## config.mk

```make
export PLATFORM = sky130hd
export DESIGN_NAME = melody_tone_sequencer
export DESIGN_NICKNAME = d
export VERILOG_FILES = /design/src/rtl/mts_pkg.sv /design/src/rtl/melody_tone_sequencer.sv /design/src/rtl/mts_ram.sv /design/src/rtl/mts_div.sv
export SDC_FILE = /design/constraint.sdc
export NUM_CORES = 2
export LEC_CHECK = 0
export BUFFER_PORTS_ARGS = -buffer_cell sky130_fd_sc_hd__buf_2
export CAP_MARGIN = 0
export CELL_PAD_IN_SITES_DETAIL_PLACEMENT = 0
export CELL_PAD_IN_SITES_GLOBAL_PLACEMENT = 1
export CORE_MARGIN = 2
export CORE_UTILIZATION = 50
export DETAILED_ROUTE_END_ITERATION = 7
export PLACE_DENSITY_LB_ADDON = 0.12
export SLEW_MARGIN = 20
export SYNTH_ARGS = -nofsm -noshare
export SYNTH_HDL_FRONTEND = slang
export SYNTH_HIERARCHICAL = 1
export SYNTH_SLANG_ARGS = --single-unit
```

## constraint.sdc

```tcl
create_clock -name clk -period 4.05 [get_ports clk]
set_input_delay 0.2025 -clock clk [delete_from_list [all_inputs] [get_ports clk]]
set_output_delay 0.2025 -clock clk [all_outputs]
set_load 0.02 [all_outputs]
```

## src/rtl/mts_pkg.sv

```systemverilog
// Melody tone sequencer package: field widths, input mode codes, state
// encoding and the divider status word.
// No dependencies.
package mts_pkg;

	localparam int MODE_W     = 2;
	localparam int NOTE_W     = 6;
	localparam int FREQ_W     = 12;
	localparam int DUR_W      = 10;
	localparam int TICK_W     = 11;
	localparam int RELOAD_W   = 16;
	localparam int LEVEL_W    = 3;
	localparam int LVL_CALC_W = 5;
	localparam int TONE_SCALE = 16;

	localparam logic [TICK_W-1:0]   TICK_MAX   = 11'd2047;
	localparam logic [RELOAD_W-1:0] RELOAD_MAX = 16'hFFFF;

	typedef enum logic [MODE_W-1:0] {
		MODE_TICK  = 2'd0,
		MODE_LOAD  = 2'd1,
		MODE_START = 2'd2,
		MODE_STOP  = 2'd3
	} mode_t;

	typedef enum logic [7:0] {
		ST_IDLE   = 8'b0000_0001,
		ST_CHECK  = 8'b0000_0010,
		ST_ENTER  = 8'b0000_0100,
		ST_SCALE  = 8'b0000_1000,
		ST_MULT   = 8'b0001_0000,
		ST_DSTART = 8'b0010_0000,
		ST_DWAIT  = 8'b0100_0000,
		ST_DONE   = 8'b1000_0000
	} state_t;

	typedef struct packed {
		logic busy;
		logic done;
	} div_stat_t;

endpackage

```

## src/rtl/melody_tone_sequencer.sv

```systemverilog
// Melody tone sequencer top level: note table, item sequencer, reload
// arithmetic and output register. Depends on mts_pkg, mts_ram, mts_div.
//
//  channel | handshake             | payload
//  --------+-----------------------+----------------------------------------------------
//  input   | in_valid / in_ready   | mode, entry_index, entry_freq, entry_duration
//  output  | out_valid / out_ready | tone_on, reload_write, reload_value, counter_clear, note_index
//  config  | cfg_we (no wait)      | cfg_data (level)
//
// One word at a time, from acceptance to output register load: load, stop and ignored
// tick go to done; a tick inside a note passes check, a start into a rest enter, a note
// change into a rest check and enter, a start into a tone enter, scale, mult, dstart,
// dwait, a note change into a tone check too, then done. A bit-serial divider makes one
// quotient bit per cycle over the clock constant width. in_ready is high only in the
// idle state; a full output register holds the finished word until it is taken. Reset
// clears control state; the note table holds nothing defined until loaded.
module melody_tone_sequencer #(
	parameter int NOTES    = 64,
	parameter int CLOCK_HZ = 50000000,
	parameter int PRESCALE = 128,
	parameter int FREQ_MOD = 8
) (
	input  logic                            clk,
	input  logic                            arst_n,
	input  logic                            cfg_we,
	input  logic [mts_pkg::LEVEL_W-1:0]     cfg_data,
	input  logic                            in_valid,
	output logic                            in_ready,
	input  logic [mts_pkg::MODE_W-1:0]      mode,
	input  logic [mts_pkg::NOTE_W-1:0]      entry_index,
	input  logic [mts_pkg::FREQ_W-1:0]      entry_freq,
	input  logic [mts_pkg::DUR_W-1:0]       entry_duration,
	output logic                            out_valid,
	input  logic                            out_ready,
	output logic                            tone_on,
	output logic                            reload_write,
	output logic [mts_pkg::RELOAD_W-1:0]    reload_value,
	output logic                            counter_clear,
	output logic [mts_pkg::NOTE_W-1:0]      note_index
);
	import mts_pkg::*;

	localparam int IW    = (NOTES > 1) ? $clog2(NOTES) : 1;
	localparam int EW    = FREQ_W + DUR_W;
	localparam int SCALE = PRESCALE * TONE_SCALE;
	localparam int SW    = $clog2(SCALE + 1);
	localparam int VW    = $clog2(FREQ_MOD + 1);
	localparam int DENW  = FREQ_W + SW + VW;
	localparam int NW    = $clog2(CLOCK_HZ + 1);

	state_t               state_q;
	logic [LEVEL_W-1:0]   level_q;
	logic [NOTE_W-1:0]    note_q;
	logic [TICK_W-1:0]    tick_q;
	logic                 tone_q;
	logic                 playing_q;
	logic                 wr_q;
	logic                 clr_q;
	logic [RELOAD_W-1:0]  val_q;
	logic [FREQ_W-1:0]    freq_q;
	logic [DENW-1:0]      prod_q;

	logic                 out_valid_q;
	logic                 out_tone_q;
	logic                 out_wr_q;
	logic [RELOAD_W-1:0]  out_val_q;
	logic                 out_clr_q;
	logic [NOTE_W-1:0]    out_note_q;

	logic                 accept;
	mode_t                mode_in;
	logic                 ram_we;
	logic [IW-1:0]        ram_raddr;
	logic [EW-1:0]        ram_rdata;
	logic [FREQ_W-1:0]    rd_freq;
	logic [DUR_W-1:0]     rd_dur;
	logic [NOTE_W-1:0]    note_nx;
	logic [LVL_CALC_W-1:0] lvl_ext;
	logic [LVL_CALC_W-1:0] lvl_clamp;
	logic [LVL_CALC_W-1:0] div_factor;
	logic                 div_start;
	div_stat_t            div_stat;
	logic [NW-1:0]        div_quo;
	logic                 out_free;

	assign accept   = in_valid && in_ready;
	assign in_ready = (state_q == ST_IDLE);
	assign mode_in  = mode_t'(mode);
	assign out_free = !out_valid_q || out_ready;

	// next note position, wrapping past the last entry
	assign note_nx = (note_q == NOTE_W'(NOTES - 1)) ? '0 : note_q + NOTE_W'(1);

	// table write on load, ignoring positions beyond the table
	assign ram_we = accept && (mode_in == MODE_LOAD) &&
		({1'b0, entry_index} < (NOTE_W + 1)'(NOTES));

	// read address: the current note for a tick check, note zero for start,
	// the next note during the check, used once a change is decided
	always_comb begin
		ram_raddr = note_q[IW-1:0];
		if (state_q == ST_IDLE && mode_in == MODE_START) begin
			ram_raddr = '0;
		end else if (state_q == ST_CHECK) begin
			ram_raddr = note_nx[IW-1:0];
		end
	end

	mts_ram #(
		.WIDTH (EW),
		.DEPTH (NOTES)
	) u_table (
		.clk   (clk),
		.we    (ram_we),
		.waddr (entry_index[IW-1:0]),
		.wdata ({entry_freq, entry_duration}),
		.raddr (ram_raddr),
		.rdata (ram_rdata)
	);

	assign rd_freq = ram_rdata[EW-1:DUR_W];
	assign rd_dur  = ram_rdata[DUR_W-1:0];

	// divisor factor FREQ_MOD - level, level clamped below FREQ_MOD
	always_comb begin
		lvl_ext    = LVL_CALC_W'(level_q);
		lvl_clamp  = (lvl_ext > LVL_CALC_W'(FREQ_MOD - 1)) ?
			LVL_CALC_W'(FREQ_MOD - 1) : lvl_ext;
		div_factor = LVL_CALC_W'(FREQ_MOD) - lvl_clamp;
	end

	assign div_start = (state_q == ST_DSTART);

	mts_div #(
		.NW (NW),
		.DW (DENW)
	) u_div (
		.clk    (clk),
		.arst_n (arst_n),
		.start  (div_start),
		.num    (NW'(CLOCK_HZ)),
		.den    (prod_q),
		.stat   (div_stat),
		.quo    (div_quo)
	);

	// configuration register
	always_ff @(posedge clk or negedge arst_n) begin
		if (!arst_n) begin
			level_q <= '0;
		end else if (cfg_we) begin
			level_q <= cfg_data;
		end
	end

	// sequencer and melody state
	always_ff @(posedge clk or negedge arst_n) begin
		if (!arst_n) begin
			state_q   <= ST_IDLE;
			note_q    <= '0;
			tick_q    <= '0;
			tone_q    <= 1'b0;
			playing_q <= 1'b0;
			wr_q      <= 1'b0;
			clr_q     <= 1'b0;
		end else begin
			case (state_q)
				ST_IDLE: begin
					if (accept) begin
						wr_q    <= 1'b0;
						clr_q   <= 1'b0;
						state_q <= ST_DONE;
						case (mode_in)
							MODE_START: begin
								tick_q    <= '0;
								playing_q <= 1'b1;
								note_q    <= '0;
								state_q   <= ST_ENTER;
							end
							MODE_STOP: begin
								playing_q <= 1'b0;
								tone_q    <= 1'b0;
							end
							MODE_TICK: begin
								if (playing_q) begin
									state_q <= ST_CHECK;
								end
							end
							default: begin
							end
						endcase
					end
				end
				ST_CHECK: begin
					// advance once the count has reached the note length
					if (tick_q >= {1'b0, rd_dur}) begin
						tick_q  <= TICK_W'(1);
						clr_q   <= 1'b1;
						note_q  <= note_nx;
						state_q <= ST_ENTER;
					end else begin
						if (tick_q < TICK_MAX) begin
							tick_q <= tick_q + TICK_W'(1);
						end
						state_q <= ST_DONE;
					end
				end
				ST_ENTER: begin
					// rest: tone off, no reload; tone: tone on, compute reload
					if (rd_freq == '0) begin
						tone_q  <= 1'b0;
						state_q <= ST_DONE;
					end else begin
						tone_q  <= 1'b1;
						wr_q    <= 1'b1;
						state_q <= ST_SCALE;
					end
				end
				ST_SCALE: begin
					state_q <= ST_MULT;
				end
				ST_MULT: begin
					state_q <= ST_DSTART;
				end
				ST_DSTART: begin
					state_q <= ST_DWAIT;
				end
				ST_DWAIT: begin
					if (div_stat.done) begin
						state_q <= ST_DONE;
					end
				end
				ST_DONE: begin
					if (out_free) begin
						state_q <= ST_IDLE;
					end
				end
				default: begin
					state_q <= ST_IDLE;
				end
			endcase
		end
	end

	// reload datapath: frequency, scaled product, saturated quotient
	always_ff @(posedge clk) begin
		if (state_q == ST_IDLE) begin
			val_q <= '0;
		end
		if (state_q == ST_ENTER) begin
			freq_q <= rd_freq;
		end
		if (state_q == ST_SCALE) begin
			prod_q <= DENW'(freq_q) * DENW'(SCALE);
		end
		if (state_q == ST_MULT) begin
			prod_q <= DENW'(prod_q[FREQ_W+SW-1:0]) * DENW'(div_factor[VW-1:0]);
		end
		if (state_q == ST_DWAIT && div_stat.done) begin
			val_q <= (div_quo > NW'(RELOAD_MAX)) ? RELOAD_MAX : div_quo[RELOAD_W-1:0];
		end
	end

	// output register: hold the word until taken
	always_ff @(posedge clk or negedge arst_n) begin
		if (!arst_n) begin
			out_valid_q <= 1'b0;
		end else if (state_q == ST_DONE && out_free) begin
			out_valid_q <= 1'b1;
		end else if (out_ready) begin
			out_valid_q <= 1'b0;
		end
	end

	always_ff @(posedge clk) begin
		if (state_q == ST_DONE && out_free) begin
			out_tone_q <= tone_q;
			out_wr_q   <= wr_q;
			out_val_q  <= val_q;
			out_clr_q  <= clr_q;
			out_note_q <= note_q;
		end
	end

	assign out_valid     = out_valid_q;
	assign tone_on       = out_tone_q;
	assign reload_write  = out_wr_q;
	assign reload_value  = out_val_q;
	assign counter_clear = out_clr_q;
	assign note_index    = out_note_q;

endmodule

```

## src/rtl/mts_ram.sv

```systemverilog
// Generic single-write, single-read RAM with registered read data.
// No dependencies.
module mts_ram #(
	parameter int WIDTH = 22,
	parameter int DEPTH = 64,
	parameter int AW    = (DEPTH > 1) ? $clog2(DEPTH) : 1
) (
	input  logic             clk,
	input  logic             we,
	input  logic [AW-1:0]    waddr,
	input  logic [WIDTH-1:0] wdata,
	input  logic [AW-1:0]    raddr,
	output logic [WIDTH-1:0] rdata
);

	logic [WIDTH-1:0] mem_q [DEPTH];
	logic [WIDTH-1:0] rdata_q;

	// write port
	always_ff @(posedge clk) begin
		if (we) begin
			mem_q[waddr] <= wdata;
		end
	end

	// registered read port
	always_ff @(posedge clk) begin
		rdata_q <= mem_q[raddr];
	end

	assign rdata = rdata_q;

endmodule

```

## src/rtl/mts_div.sv

```systemverilog
// Restoring divider, one quotient bit per cycle.
// Depends on mts_pkg for the status word.
module mts_div #(
	parameter int NW = 26,
	parameter int DW = 30
) (
	input  logic                clk,
	input  logic                arst_n,
	input  logic                start,
	input  logic [NW-1:0]       num,
	input  logic [DW-1:0]       den,
	output mts_pkg::div_stat_t  stat,
	output logic [NW-1:0]       quo
);
	import mts_pkg::*;

	localparam int CW = $clog2(NW + 1);

	logic [DW-1:0] rem_q;
	logic [NW-1:0] quo_q;
	logic [CW-1:0] cnt_q;
	logic          done_q;
	logic [DW:0]   rem_sh;
	logic [DW:0]   diff;
	logic          ge;

	// shift in the next dividend bit and trial-subtract
	always_comb begin
		rem_sh = {rem_q, quo_q[NW-1]};
		diff   = rem_sh - {1'b0, den};
		ge     = (rem_sh >= {1'b0, den});
	end

	// control: iteration count and done pulse
	always_ff @(posedge clk or negedge arst_n) begin
		if (!arst_n) begin
			cnt_q  <= '0;
			done_q <= 1'b0;
		end else begin
			done_q <= 1'b0;
			if (start) begin
				cnt_q <= CW'(NW);
			end else if (cnt_q != '0) begin
				cnt_q  <= cnt_q - CW'(1);
				done_q <= (cnt_q == CW'(1));
			end
		end
	end

	// datapath: remainder and quotient/dividend shift register
	always_ff @(posedge clk) begin
		if (start) begin
			rem_q <= '0;
			quo_q <= num;
		end else if (cnt_q != '0) begin
			rem_q <= ge ? diff[DW-1:0] : rem_sh[DW-1:0];
			quo_q <= {quo_q[NW-2:0], ge};
		end
	end

	assign stat.busy = (cnt_q != '0);
	assign stat.done = done_q;
	assign quo       = quo_q;

endmodule
```

; ---- After elaboration in Yosys (flattened, before gate mapping)
; Memory sizes are Yosys's and may differ from the RTL's. A register that Yosys moved wholly into a read port is not among the register bits.
; Index checks and enable logic that the tools add are counted.
[totals]
reg_bits = 174
mem_bits_rw = 1408
in_bits = 38
output_inout_bits = 27
wordCells = 121
memories = 1
[memory_table]
columns = name, words, word_bits, rd, rd_ports_with_merged_regs, write_ports, line
row1 = u_table.mem_q, 64, 22, 1, 1, 1, mts_ram.sv:16  ; logic [WIDTH-1:0] mem_q [DEPTH];
[classes]
addsub = 5
n_mul = 1
n_lt_le_gt_ge = 4
n_eq_ne = 21
n_mux = 44
n_reduce_logical = 24
[op_table]
columns = cell, n
row1 = 28-bit 2-to-1 mux, 3
row2 = 8-bit one-hot mux with 8 select lines, 1
row3 = 16-bit 2-to-1 mux, 3
row4 = 8-bit 2-to-1 mux, 6
row5 = 11-bit 2-to-1 mux, 4
row6 = 6-bit 2-to-1 mux, 6
row7 = 29-bit by 28-bit greater-or-equal comparator with 1-bit output, 1
row8 = 24-bit by 4-bit multiplier with 28-bit output, 1
row9 = 28-bit subtractor, 1
row10 = "26-bit by 16-bit greater-than comparator with 1-bit output, second input constant", 1
row11 = 11-bit one-hot mux with 2 select lines, 1
row12 = 8-bit one-hot mux with 2 select lines, 1
row13 = 3-bit AND reduction, 5
row14 = 2-bit nonzero test, 7
row15 = 12-bit logical NOT, 1
row16 = 1-bit 2-to-1 mux, 12
row17 = 6-bit one-hot mux with 2 select lines, 1
row18 = "11-bit by 1-bit adder with 11-bit output, second input constant", 1
row19 = 11-bit by 10-bit greater-or-equal comparator with 1-bit output, 1
row20 = "11-bit less-than comparator, second input constant", 1
row21 = 5-bit 2-to-1 mux, 2
row22 = "2-bit by 1-bit inequality test with 1-bit output, second input constant", 5
row23 = "8-bit by 1-bit equality test with 1-bit output, second input constant", 1
row24 = "8-bit by 2-bit equality test with 1-bit output, second input constant", 1
row25 = 22 further kinds, 32

; ---- Longest topological paths before layout
[depth]
word_depth = 5
depth_mapped = 19
ltp_nobuf = 16

; ---- By module
; The synthesis kept the hierarchy.
[modules_own_cells]
columns = module, instances, cells_each, area_each_um2, seq_area_each_um2
row1 = mts_ram, 1, 2349, 54260.8, 42721.0
row2 = melody_tone_sequencer, 1, 823, 8020.2, 3259.4
row3 = mts_div, 1, 476, 4234.1, 1491.4

; ---- Worst setup path after synthesis
; Ideal clock, no wire load.
[synth_timing]
path_kind = reg-to-reg
from = register level_q[0]
to = register prod_q[26], data pin
setup_ns = 0.269
arrival_ns = 4.081
required_time_ns = 3.781
slack_ns = -0.301
stages_incl_launch_ff = 20
n_path_buf = 3
period_less_slack_ns = 4.351
path_cell_list = dfrtp_1 clkbuf_1 inv_1 ha_1 xnor2_1 clkbuf_1 and2_1 fa_1 inv_1 fa_1 inv_1 ha_1 clkbuf_1 a21oi_1 a21boi_0 a311o_1 a22o_1 o31a_1 nor3_1 nor3_1
[synth_via]
elab_chain_len = 3
[synth_lines]
columns = item, line
row1 = start: declaration, melody_tone_sequencer.sv:52  ; logic [LEVEL_W-1:0] level_q;
row2 = start signal: assignment, melody_tone_sequencer.sv:152  ; level_q <= cfg_data;
row3 = 4-bit by 3-bit subtractor with 4-bit output, melody_tone_sequencer.sv:129  ; div_factor = LVL_CALC_W'(FREQ_MOD) - lvl_clamp;
row4 = 24-bit by 4-bit multiplier with 28-bit output, melody_tone_sequencer.sv:257  ; prod_q <= DENW'(prod_q[FREQ_W+SW-1:0]) * DENW'(div_factor[VW-1:0]);
row5 = 28-bit 2-to-1 mux, melody_tone_sequencer.sv:256  ; if (state_q == ST_MULT) begin
row6 = end signal: assignment, melody_tone_sequencer.sv:254  ; prod_q <= DENW'(freq_q) * DENW'(SCALE);
row7 = end signal: assignment, melody_tone_sequencer.sv:257
row8 = end: declaration, melody_tone_sequencer.sv:61  ; logic [DENW-1:0] prod_q;
; Every way passes these cells.
; A chain may end at the register's enable or synchronous reset.

; ---- Worst setup path after layout
[layout_timing]
from = register level_q[0]
to = register prod_q[27], data pin
; Same word-level chain as after synthesis.

==> flow_summary.yaml <==
sta:
  finalCritPeriodShare_pct: 103
  min_period_ps: 4170
  clock.fmax_mhz: 240
  hold_viol_final: 0
  maxSlewViolCount: 0
  maxSlewHeadroom_pct: 30.3
  grt_setup_unrepaired: "yes"
  worst_hold_slack_ps: 34.7
  setup_viol_count_final: 5
  worst_pin_slew_ps: 1050
  skew_ps: 32.7
  fin_ws_ps: -122
  fin_setup_tns_ps: -234
clock_network:
  root_buffer: "clkbuf_16"
  cts_num_sinks: 1604
  cts_buffer_depth: 3
  clkTransAtPathRegs_ps: 60
  cts_tree: "done"
  insertion_delay_ps: 790
  cts_buffers: 163
  htree_levels: 4
die:
  row_count: 133
  io-pin-count: 65
  die_area_um2: 136000
  initial_core_util_pct: 50.5
  die-width_um: 369
  fp.coreArea_um2: 132000
  die_h_um: 369
layout:
  drive_gt1_share_pct: 31.2
  nets: 4326
  utilization_pct: 60.2
  final_cell_area_um2: 79400
  num-fill-cells: 9632
  stdcell_count: 6059
  syn2layout_area_growth_pct: 19.3
setup_path:
  endpoint_kind: "flip-flop"
  cp_num_buf_inv: 5
  slowest_stage: "fa_1"
  critPathTopFamily: "adder cells"
  cpPeakStageDelay_ps: 550
  path_max_fanout: 6
  crit_chain: "inv_2 -> ha_4 -> xnor2_4 -> buf_4 -> nand2_2 -> fa_1 -> inv_1 -> fa_1 -> ha_4 -> a211oi_4 -> buf_6 -> o21ai_2 -> nand3b_1 -> a211oi_4 -> o211ai_1 -> buf_4 -> a21oi_4 -> nor3b_2"
  cp-start-kind: "flip-flop"
  crit_type: "reg -> reg"
  r2r_setup_slack_ps: -120
  arrival_ps: 4710
  required_ps: 4590
synthesis:
  synth.avg_cell_area_um2: 18.2
  synthFlopType: "edfxtp_1"
  synthArstFlopShare_pct: 2.43
  syn_area_um2: 66500
  synth_enable_flop_cells: 1515
  synth-seq-area-share_pct: 71.4
  yosysUniqueCellTypes: 82
  synth_top_area_share_pct: 68.4
  syn_inst: 3648
  yosysTopAreaCell: "edfxtp_1"
  yosysWarningCount: 6
  synthTopCellsByArea: "edfxtp_1 68%, mux4_2 12%, dfxtp_1 1.5%"
  synth_seq_cells: 1604
placed_design:
  place_area_um2: 72500
  dpl.hpwl_mm: 104
  placed_cells: 5685
  port_buffers: 64
  gp_congestion: 0.854
  pre_cts_ws_ps: -348
flow_run:
  maxCapViolations: 0
power_and_ir_drop:
  finalPower_mw: 40.6
  irDropWorstVdd_v: 0.000454
  power.leakage_nw: 26.4
  p_per_area_nw_per_um2: 512
global_route:
  grt_antenna_before_repair: 10
  grt_start_max_net_pins: 65
  first_global_vias: 37868
  grt_usage_pct: 24.7
  grt_pass1_wl_mm: 245
  gr-total-overflow: 0
routing:
  num_vias: 35959
  wl_mm: 166
  drt_pass1_iterations: 5
  wl_per_cell_um: 27.4
  ant_nets: 0
  first_iter_violations: 3084
  viasPerCell: 5.93
  drc_errors: 0
status:
  violations: "negative setup slack"
  status: "finished, violations left"
min_path:
  min_path_type: "in -> reg"
final timing paths:
kind / to / depth (start not counted) / start
hold reg to reg: reload_value[5] / 0 / val_q[5]
min in group asynchronous: level_q[2] / 3 / arst_n
hold / removal: u_table/mem_q[34][15] / 1 / entry_freq[5]
setup / recovery: prod_q[27] / 18 / level_q[0]
max in group asynchronous: clr_q / 3 / arst_n
setup reg to reg: prod_q[27] / 18 / level_q[0]
cell type report:
| class | count | area [µm²] | share of cell area (%) |
|---|---|---|---|
| diodes | 1 | 2.50 | 0.00315 |
| flip-flops and latches | 1604 | 47500 | 59.8 |
| inverters | 143 | 537 | 0.676 |
| clock buffers | 203 | 4300 | 5.42 |
| well taps | 1755 | 2200 | 2.77 |
| multi-input cells | 1741 | 18700 | 23.6 |
| clock inverters | 98 | 1020 | 1.29 |
| repair buffers | 514 | 5110 | 6.44 |
cell usage after synthesis (all sizes together) (24+ instances only):
cell	count
buf	83
dfxtp	50
clkbuf	101
a22oi	44
nor2	162
mux2i	75
a22o	27
a211oi	28
mux2	40
nand3	54
a21o	24
inv	143
and2	75
ha	76
edfxtp	1515
mux4	352
o21a	28
nand2	167
fa	45
o21ai	94
nor3	27
dfrtp	38
a21oi	92
what timing repair did:
item                       in CTS  in global routing
setup buffers                  28                 19
gates resized for setup        87                106
cloned                          2                  3
setup endpoints to repair      37                 39
pin swaps                      35                 64
hold endpoints to repair      149                 31
hold buffers                   22                  2
sequential cells by signal (all words and copies together) (netlist names), 3 cells and up:
name and count:
u_div/quo 26, prod_q 28, u_div/rem_q 28, freq_q 12, note_q 6, note_index 6, u_table/rdata 22, u_table/mem_q 1408
level_q 3, tick_q 11, val_q 16, state_q 8, u_div/cnt_q 5, reload_value 16
cell usage in the layout (no fill, tap or decap), types with 50 or more instances in the layout:
cell type,instances
mux4_2,352
ha_1,54
nand3_1,52
inv_1,125
dfxtp_1,50
mux2i_1,74
and2_1,66
buf_12,92
nand2_1,160
a21oi_1,65
buf_2,61
nor2_2,68
nor2_1,88
clkbuf_16,166
edfxtp_1,1515
o21ai_0,71
buf_4,312
layer usage:
| metal | share of wire, % | track usage, % | vias up |
|---|---|---|---|
| met5 | 0.025 | 0 | - |
| met4 | 2.2 | 6.26 | 8 |
| met3 | 6.0 | 3.95 | 230 |
| met2 | 51 | 42.1 | 1131 |
| met1 | 41 | 33.3 | 18928 |
| li1 | - | - | 15662 |
power breakdown:
part           leakage [nW]  internal, mW  switching, mW
Sequential             14.6          18.8          0.366
Combinational          9.20          2.96           3.59
Clock                  2.58          8.61           6.30
Total                  26.4          30.4           10.3
logic make-up after synthesis:
logic type	after synthesis	share of synthesized area [%]
simple gates	605	4.38
xor+xnor	38	0.500
other cells	2	0.0113
buf+inv	327	2.15
compound gates	484	5.08
mux	467	13.7
flops	1604	71.4
fa+ha+maj	121	2.78
No activity file was read; power rests on OpenSTA's default activity.
